File: src/hdl/key_value_table_macros.svh
// Assertion macros shared by the key_value_table RTL.
// Depends on nothing; files that assert include it by its bare name.
`ifndef KEY_VALUE_TABLE_MACROS_SVH
`define KEY_VALUE_TABLE_MACROS_SVH
`ifndef SYNTHESIS
`define KVT_ASSERT(lbl, clk, rstn, prop) \
  lbl: assert property (@(posedge clk) disable iff (!rstn) prop) \
    else $error("key_value_table: assertion failed");
`define KVT_ASSERT_NEVER(lbl, clk, rstn, cond) \
  lbl: assert property (@(posedge clk) disable iff (!rstn) !(cond)) \
    else $error("key_value_table: forbidden condition seen");
`else
`define KVT_ASSERT(lbl, clk, rstn, prop)
`define KVT_ASSERT_NEVER(lbl, clk, rstn, cond)
`endif
`endif

File: src/hdl/kvt_pkg.sv
// Types shared by the key/value table cells and the top level.
// No dependencies.
`timescale 1ns / 1ps

package kvt_pkg;

  typedef enum logic [1:0] {
    OP_LOOKUP = 2'd0,
    OP_WRITE  = 2'd1,
    OP_REMOVE = 2'd2
  } kvt_op_e;

  // Update applied to one slot once a request has walked the whole row.
  typedef enum logic [1:0] {
    CMD_NONE   = 2'd0,
    CMD_INSERT = 2'd1,
    CMD_UPDATE = 2'd2,
    CMD_CLEAR  = 2'd3
  } kvt_cmd_e;

  // Control part of the request token that moves from cell to cell.
  typedef struct packed {
    logic    valid;
    kvt_op_e op;
    logic    match;
    logic    free;
  } kvt_tok_t;

endpackage

File: src/hdl/kvt_cell.sv
// One slot of the key/value table plus one stage of the request token chain.
// Depends on kvt_pkg.
`timescale 1ns / 1ps

module kvt_cell #(
  parameter int KW  = 32,
  parameter int VW  = 64,
  parameter int IW  = 4,
  parameter int IDX = 0
) (
  input  logic              clk_i,
  input  logic              rst_ni,
  input  kvt_pkg::kvt_tok_t tok_i,
  input  logic [KW-1:0]     key_i,
  input  logic [VW-1:0]     val_i,
  input  logic [IW-1:0]     midx_i,
  input  logic [VW-1:0]     mval_i,
  input  logic [IW-1:0]     fidx_i,
  output kvt_pkg::kvt_tok_t tok_o,
  output logic [KW-1:0]     key_o,
  output logic [VW-1:0]     val_o,
  output logic [IW-1:0]     midx_o,
  output logic [VW-1:0]     mval_o,
  output logic [IW-1:0]     fidx_o,
  input  kvt_pkg::kvt_cmd_e cmd_i,
  input  logic [IW-1:0]     cidx_i,
  input  logic [KW-1:0]     ckey_i,
  input  logic [VW-1:0]     cval_i
);

  localparam logic [IW-1:0] MyIdx = IW'(IDX);

  logic              slot_valid_q, slot_valid_d;
  logic [KW-1:0]     slot_key_q, slot_key_d;
  logic [VW-1:0]     slot_value_q, slot_value_d;
  kvt_pkg::kvt_tok_t tok_q, tok_d;
  logic [KW-1:0]     tok_key_q;
  logic [VW-1:0]     tok_val_q;
  logic [IW-1:0]     tok_midx_q, tok_midx_d;
  logic [VW-1:0]     tok_mval_q, tok_mval_d;
  logic [IW-1:0]     tok_fidx_q, tok_fidx_d;
  logic              hit_here, free_here;

  always_comb begin
    hit_here  = tok_i.valid && slot_valid_q && (slot_key_q == key_i);
    free_here = tok_i.valid && !slot_valid_q;

    tok_d       = tok_i;
    tok_d.match = tok_i.match | hit_here;
    tok_d.free  = tok_i.free | free_here;
    tok_midx_d  = hit_here ? MyIdx : midx_i;
    tok_mval_d  = hit_here ? slot_value_q : mval_i;
    // Only the first free slot along the row is remembered.
    tok_fidx_d  = (free_here && !tok_i.free) ? MyIdx : fidx_i;

    slot_valid_d = slot_valid_q;
    slot_key_d   = slot_key_q;
    slot_value_d = slot_value_q;
    if (cidx_i == MyIdx) begin
      unique case (cmd_i)
        kvt_pkg::CMD_INSERT: begin
          slot_valid_d = 1'b1;
          slot_key_d   = ckey_i;
          slot_value_d = cval_i;
        end
        kvt_pkg::CMD_UPDATE: begin
          slot_value_d = cval_i;
        end
        kvt_pkg::CMD_CLEAR: begin
          slot_valid_d = 1'b0;
        end
        kvt_pkg::CMD_NONE: begin
        end
      endcase
    end
  end

  always_ff @(posedge clk_i or negedge rst_ni) begin
    if (!rst_ni) begin
      slot_valid_q <= 1'b0;
      tok_q        <= '0;
    end else begin
      slot_valid_q <= slot_valid_d;
      tok_q        <= tok_d;
    end
  end

  always_ff @(posedge clk_i) begin
    slot_key_q   <= slot_key_d;
    slot_value_q <= slot_value_d;
    tok_key_q    <= key_i;
    tok_val_q    <= val_i;
    tok_midx_q   <= tok_midx_d;
    tok_mval_q   <= tok_mval_d;
    tok_fidx_q   <= tok_fidx_d;
  end

  assign tok_o  = tok_q;
  assign key_o  = tok_key_q;
  assign val_o  = tok_val_q;
  assign midx_o = tok_midx_q;
  assign mval_o = tok_mval_q;
  assign fidx_o = tok_fidx_q;

endmodule

File: src/hdl/key_value_table.sv
// Top level of the key/value table: a row of slot cells, commit logic and
// the output register with its skid slot. Depends on kvt_pkg, kvt_cell and
// key_value_table_macros.svh.
`timescale 1ns / 1ps

// The table holds up to ENTRIES unique keys, one per cell in a row. An
// accepted request travels down the row one cell per clock, collecting the
// matching slot and the lowest free slot, and when it leaves the last cell
// the table is updated and the result is loaded into the output register,
// or into the skid slot while the output register still holds a result.
// No new request is taken until the previous one has left the row. A new
// request is taken even while the previous result still waits at the
// output; only a second waiting result stalls the input.
// Slot valid bits are cleared by reset, so no clearing pass is needed.
// Request transactions carry the operation code in s_axis_tuser; op 3
// changes nothing and returns an all-zero result. The miss value register
// is written through cfg_we_i / cfg_wdata_i; the user must write it only
// while the table is idle, and the block has no check for this.

`include "key_value_table_macros.svh"

module key_value_table #(
  parameter int ENTRIES    = 16,
  parameter int KEY_BITS   = 32,
  parameter int VALUE_BITS = 64
) (
  input  logic         clk_i,
  input  logic         rst_ni,
  input  logic         cfg_we_i,
  input  logic [63:0]  cfg_wdata_i,
  input  logic         s_axis_tvalid,
  output logic         s_axis_tready,
  input  logic [95:0]  s_axis_tdata,   // key [31:0], new_value [95:32]
  input  logic [1:0]   s_axis_tuser,   // op [1:0]
  output logic         m_axis_tvalid,
  input  logic         m_axis_tready,
  output logic [71:0]  m_axis_tdata    // read_value [63:0], hit [64],
                                       // full_drop [65], zero [71:66]
);

  localparam int KW      = (KEY_BITS < 32) ? KEY_BITS : 32;
  localparam int VW      = VALUE_BITS;
  localparam int IW      = $clog2(ENTRIES);
  localparam int ResW    = 66;
  localparam int KeyOffs = 32;

  kvt_pkg::kvt_tok_t tok   [ENTRIES+1];
  logic [KW-1:0]     tkey  [ENTRIES+1];
  logic [VW-1:0]     tval  [ENTRIES+1];
  logic [IW-1:0]     tmidx [ENTRIES+1];
  logic [VW-1:0]     tmval [ENTRIES+1];
  logic [IW-1:0]     tfidx [ENTRIES+1];
  logic [ENTRIES-1:0] tok_v;

  kvt_pkg::kvt_tok_t tok_in;
  kvt_pkg::kvt_cmd_e cmd;
  logic [IW-1:0]     cidx;
  kvt_pkg::kvt_tok_t last;
  logic              s_accept;
  logic              out_free;
  logic [63:0]       res_rd;
  logic              res_hit, res_drop;
  logic [ResW-1:0]   res;

  logic [63:0]     miss_q;
  logic            busy_q, busy_d;
  logic            out_valid_q, out_valid_d;
  logic [ResW-1:0] out_data_q, out_data_d;
  logic            pend_valid_q, pend_valid_d;
  logic [ResW-1:0] pend_data_q, pend_data_d;

  assign s_axis_tready = !busy_q && !pend_valid_q;
  assign s_accept      = s_axis_tvalid && s_axis_tready;

  always_comb begin
    tok_in       = '0;
    tok_in.valid = s_accept;
    tok_in.op    = kvt_pkg::kvt_op_e'(s_axis_tuser);
  end
  assign tok[0]   = tok_in;
  assign tkey[0]  = s_axis_tdata[KW-1:0];
  assign tval[0]  = s_axis_tdata[KeyOffs +: VW];
  assign tmidx[0] = '0;
  assign tmval[0] = '0;
  assign tfidx[0] = '0;

  for (genvar i = 0; i < ENTRIES; i++) begin : g_cell
    kvt_cell #(
      .KW  (KW),
      .VW  (VW),
      .IW  (IW),
      .IDX (i)
    ) u_cell (
      .clk_i  (clk_i),
      .rst_ni (rst_ni),
      .tok_i  (tok[i]),
      .key_i  (tkey[i]),
      .val_i  (tval[i]),
      .midx_i (tmidx[i]),
      .mval_i (tmval[i]),
      .fidx_i (tfidx[i]),
      .tok_o  (tok[i+1]),
      .key_o  (tkey[i+1]),
      .val_o  (tval[i+1]),
      .midx_o (tmidx[i+1]),
      .mval_o (tmval[i+1]),
      .fidx_o (tfidx[i+1]),
      .cmd_i  (cmd),
      .cidx_i (cidx),
      .ckey_i (tkey[ENTRIES]),
      .cval_i (tval[ENTRIES])
    );
    assign tok_v[i] = tok[i+1].valid;
  end

  assign last = tok[ENTRIES];

  // Decide the result and the slot update once the token leaves the row.
  always_comb begin
    res_rd   = '0;
    res_hit  = 1'b0;
    res_drop = 1'b0;
    cmd      = kvt_pkg::CMD_NONE;
    cidx     = tmidx[ENTRIES];
    if (last.valid) begin
      unique case (last.op)
        kvt_pkg::OP_LOOKUP: begin
          res_hit = last.match;
          res_rd  = last.match ? 64'(tmval[ENTRIES]) : miss_q;
        end
        kvt_pkg::OP_WRITE: begin
          priority if (last.match) begin
            cmd     = kvt_pkg::CMD_UPDATE;
            res_hit = 1'b1;
          end else if (last.free) begin
            cmd  = kvt_pkg::CMD_INSERT;
            cidx = tfidx[ENTRIES];
          end else begin
            res_drop = 1'b1;
          end
        end
        kvt_pkg::OP_REMOVE: begin
          if (last.match) begin
            cmd     = kvt_pkg::CMD_CLEAR;
            res_hit = 1'b1;
          end
        end
        default: begin
        end
      endcase
    end
    res = {res_drop, res_hit, res_rd};
  end

  always_comb begin
    out_free     = !out_valid_q || m_axis_tready;
    out_valid_d  = out_valid_q;
    out_data_d   = out_data_q;
    pend_valid_d = pend_valid_q;
    pend_data_d  = pend_data_q;
    busy_d       = busy_q;

    priority if (s_accept) begin
      busy_d = 1'b1;
    end else if (last.valid) begin
      busy_d = 1'b0;
    end else begin
      busy_d = busy_q;
    end

    priority if (last.valid) begin
      if (out_free) begin
        out_valid_d = 1'b1;
        out_data_d  = res;
      end else begin
        pend_valid_d = 1'b1;
        pend_data_d  = res;
      end
    end else if (out_free) begin
      if (pend_valid_q) begin
        out_valid_d  = 1'b1;
        out_data_d   = pend_data_q;
        pend_valid_d = 1'b0;
      end else begin
        out_valid_d = 1'b0;
      end
    end else begin
      out_valid_d = out_valid_q;
    end
  end

  always_ff @(posedge clk_i or negedge rst_ni) begin
    if (!rst_ni) begin
      miss_q       <= '0;
      busy_q       <= 1'b0;
      out_valid_q  <= 1'b0;
      pend_valid_q <= 1'b0;
    end else begin
      if (cfg_we_i) begin
        miss_q <= cfg_wdata_i;
      end
      busy_q       <= busy_d;
      out_valid_q  <= out_valid_d;
      pend_valid_q <= pend_valid_d;
    end
  end

  always_ff @(posedge clk_i) begin
    out_data_q  <= out_data_d;
    pend_data_q <= pend_data_d;
  end

  assign m_axis_tvalid = out_valid_q;
  assign m_axis_tdata  = {{(72 - ResW){1'b0}}, out_data_q};

  // Only one request is ever in flight along the row.
  `KVT_ASSERT(a_single_token, clk_i, rst_ni, $onehot0(tok_v))
  `KVT_ASSERT(a_idle_row_empty, clk_i, rst_ni, !busy_q |-> (tok_v == '0))
  `KVT_ASSERT(a_accept_busy, clk_i, rst_ni, s_accept |=> busy_q)
  `KVT_ASSERT(a_pend_behind_out, clk_i, rst_ni, pend_valid_q |-> out_valid_q)
  `KVT_ASSERT_NEVER(a_no_accept_busy, clk_i, rst_ni, s_accept && last.valid)

endmodule

File: config.mk
export PLATFORM = sky130hd
export DESIGN_NAME = key_value_table
export DESIGN_NICKNAME = d
export VERILOG_FILES = /design/src/hdl/kvt_pkg.sv /design/src/hdl/kvt_cell.sv /design/src/hdl/key_value_table.sv
export VERILOG_INCLUDE_DIRS = /design/src /design/src/hdl
export SDC_FILE = /design/constraint.sdc
export NUM_CORES = 2
export LEC_CHECK = 0
export CAP_MARGIN = 20
export CORE_MARGIN = 4
export CORE_UTILIZATION = 55
export CTS_CLUSTER_SIZE = 28
export DETAILED_ROUTE_END_ITERATION = 7
export DONT_BUFFER_PORTS = 1
export HOLD_SLACK_MARGIN = 0.1
export PLACE_DENSITY = 0.73
export SETUP_SLACK_MARGIN = 0.4
export SLEW_MARGIN = 0
export SYNTH_ARGS = -nofsm -noshare
export SYNTH_HDL_FRONTEND = slang
export SYNTH_SLANG_ARGS = --single-unit
File: constraint.sdc
create_clock -name clk_i -period 5.5 [get_ports clk_i]
set_clock_uncertainty 0.15 [all_clocks]
set_input_delay 0.55 -clock clk_i [delete_from_list [all_inputs] [get_ports clk_i]]
set_output_delay 0.55 -clock clk_i [all_outputs]
set_load 0.1 [all_outputs]
==> results by group <==
Route
  • Via Count: 57400
  • DR pass1 iterations: 5
  • Final ANT Viol Nets: 0
  • Aggregate routed wire length: 256000 um
  • Initial DRC Count: 4372
  • # DRC: 0
  • Vias per cell: 5.15
  • WL/cell: 22.9 um

Global routing
  • Largest net degree at the start of global routing: 160
  • Overall Global Routing Usage: 0.210
  • Vias in the first global route: 60800
  • First-pass GRT wire length: 383000 um
  • Total gr overflow: 0
  • Antenna violations before repair: 18

Floorplanning
  • Number of I/O pins: 241
  • Die Span X: 493 um
  • Die ar.: 243000 um2
  • Site row count: 177
  • Die outline height: 493 um
  • Core Region: 233000 um2
  • Initial core utilization: 0.555

Timing
  • Max Fclk: 259 MHz
  • RSZ-0062 raised after global routing: no
  • Final slew viol count: 0
  • Final setup violation count: 0
  • Fin. Hold Viols: 0
  • Period Utilization, post-route: 0.703
  • Worst-Margin Slew: 1.16 ns
  • Post-route setup TNS: 0 ns
  • Final hold slack: 0.119 ns
  • Fin crit period: 3.86 ns
  • Slew Limit Headroom: 0.226

Power and ir drop
  • Sequential Power Share: 0.545
  • VDD IR max: 0.364 mV
  • Leak Pwr: 57.7 nW
  • Clk pwr share: 0.444
  • Net Sw Frac: 0.194
  • Cell Pwr Density: 432 nW/um2
  • Gate power share: 0.011
  • Internal: 52.7 mW
  • Tot Pwr: 65.4 mW
  • P_sw: 12.7 mW

Synthesis
  • Mux contribution to synthesized area: 0.101
  • Ys Warns: 0
  • Synth top area cells: dfxtp_1, edfxtp_1, mux2_2
  • Number of synthesized flops with an enable pin: 1668
  • Async S/R FF share, synth: 0.0363
  • Post-Synth XOR/XNOR Area: 0.0344
  • Mapped Cells: 6942
  • #FFs+latches synth: 4489
  • Seq/Total Area, Yosys: 0.829
  • Adder-cell area share of the yosys netlist: 0.000676
  • Mapped Area: 130000 um2
  • Unique masters post-synth: 43
  • Avg Cell Area, Syn: 18.7 um2
  • Largest family of logic cells by synthesized area: multiplexers
  • Post-synth top area share: 0.411
  • Compound-cell area share of the yosys netlist: 0.00183
  • Simple-gate share of the synthesized area: 0.0262
  • Main synth FF type: dfxtp_1
  • Yosys top cell by area: dfxtp_1

CTS
  • Clk Latency, worst-skew pair: 1.00 ns
  • CTS tree: yes
  • Clk buf depth: 4
  • CTS H-tree lvls: 5
  • CTS Buf Count: 425
  • CTS Sinks: 4489
  • Root buf cell: clkbuf_16
  • Clk slew on worst S/H paths: 0.06 ns

Cells and area
  • Synthesis-to-layout area growth: 17.0%
  • Layout cells sized above 1: 0.242
  • Most common cell after layout, fill and taps aside: dfxtp_1
  • Final #Nets: 7823
  • Most frequent cells in the layout: dfxtp_1, edfxtp_1, mux2_2
  • Post-route cell area: 151000 um2
  • Filler instances: 15200

Placed design
  • Placed Area: 134000 um2
  • Hpwl dp: 151000 um
  • Routability cong.: 0.836
  • # port buffers: 0

Critical path
  • R2r startpoint: g_cell[15].u_cell.tok_o[1]
  • CP Capture Type: flop
  • Critical Path End: g_cell[6].u_cell.slot_value_q[11]
  • Worst path arrival time: 4.32 ns
  • R2R Setup Slk: 1.64 ns
  • Startpoint type of the worst setup path: flop
  • CP Max Fanout: 43
  • Cell count of the worst reg-to-reg path: 6
  • CP Launch Point: g_cell[15].u_cell.tok_o[1]
  • Critical path type: reg -> reg
  • Data required time of the critical path: 5.96 ns
  • R2r endpoint: g_cell[6].u_cell.slot_value_q[11]

Flow run
  • Total of max-cap violations: 0

Min path
  • Hold Crit Class: reg -> reg

Outcome
  • Status: finished, final reports clean
## cells by family (layout without fill, tap and decap cells)
kind of cell               after synthesis  count (layout)
AOI/OAI and AO/OA                       37              37
xor gates and xnor gates               508             508
DFF                                   4489            4489
buffers and inverters                  169            1223
adders and majority gates                7               7
and+or+nand+nor                        566             566
muxes                                 1165            1165
other                                    1              15
## cell type report
class,instances,area (um2),share of cell area
flip-flops and latches,4489,107000,0.709
clock buffers,626,12500,0.0826
clock inverters,153,1650,0.0109
inverters,15,56.3,0.000372
repair buffers,429,4410,0.0291
multi-input cells,2289,21500,0.142
diodes,9,22.5,0.000149
well taps,3132,3920,0.0259
## cells in the mapped netlist, types with 44 or more instances
library cell	count
nor2b_1	100
mux2_2	1051
mux2i_1	70
xor2_1	468
dfxtp_1	2658
mux2_1	44
edfxtp_1	1668
nor2_1	55
nor4_1	110
buf_2	78
and2_1	65
dfrtp_1	163
or2_2	73
## state kept, by name, summed over array words and instances (netlist names)
name / count
g_cell.u_cell.mval_o: 1024
g_cell.u_cell.slot_value_q: 1024
g_cell.u_cell.val_o: 1024
g_cell.u_cell.key_o: 512
g_cell.u_cell.slot_key_q: 512
g_cell.u_cell.tok_o: 80
out_data_q: 66
pend_data_q: 66
miss_q: 64
g_cell.u_cell.fidx_o: 49
g_cell.u_cell.midx_o: 49
g_cell.u_cell.slot_valid_q: 16
busy_q: 1
m_axis_tvalid: 1
pend_valid_q: 1
## metrics by stage
stage          utilization  std cells  setup WS (ns)
4_1_cts              0.648      11100           1.66
2_1_floorplan            -       6947          0.327
6_report             0.649      11100           1.64
5_1_grt              0.649      11100           1.46
3_3_place_gp         0.573      10000           1.78
3_5_place_dp         0.573      10000           1.68
## critical path, stage by stage, from the launching register on
cell and delay [ns]:
dfrtp_4 0.66, nand4b_2 0.62, nor3b_1 0.44, a31oi_2 0.21
buf_6 0.27, nor2_4 0.71, buf_12 0.34
## layer usage
layer  wire length [um]  global-route usage
met3              14600              0.0357
met5                  0                   0
met2             127000               0.356
met4               8720              0.0748
met1             105000               0.274
## worst min-delay path by stage
stage | slack (ns) | to | cells after the start | startpoint
detailed placement | 0.11 | miss_q[32] | 0 | rst_ni
global route | 0.12 | g_cell[15].u_cell.val_o[60] | 0 | g_cell[14].u_cell.val_o[60]
finish | 0.12 | g_cell[15].u_cell.val_o[60] | 0 | g_cell[14].u_cell.val_o[60]
CTS | 0.11 | g_cell[15].u_cell.val_o[60] | 0 | g_cell[14].u_cell.val_o[60]
floorplan | 0.10 | busy_q | 0 | rst_ni
global placement | 0.11 | miss_q[32] | 0 | rst_ni
## power groups by stage
| stage | logic [mW] | clock network [mW] | registers (mW) |
|---|---|---|---|
| final | 0.722 | 29.0 | 35.6 |
| after global routing | 0.767 | 31.0 | 35.7 |
| after CTS | 0.694 | 29.5 | 35.6 |
| after global placement | 0.396 | 0 | 36.3 |
| after detailed placement | 0.418 | 0 | 36.4 |
| after floorplan | 0.265 | 0 | 36.0 |
## what timing repair did
action / in CTS / in global routing
hold buffers: 332 / 0
setup buffers: 0 / 0
endpoints found under the hold margin: 329 / 0
setup endpoints to repair: 0 / 0
gates resized for setup: 0 / 0
Note: power is estimated with default switching activity, not from simulation.
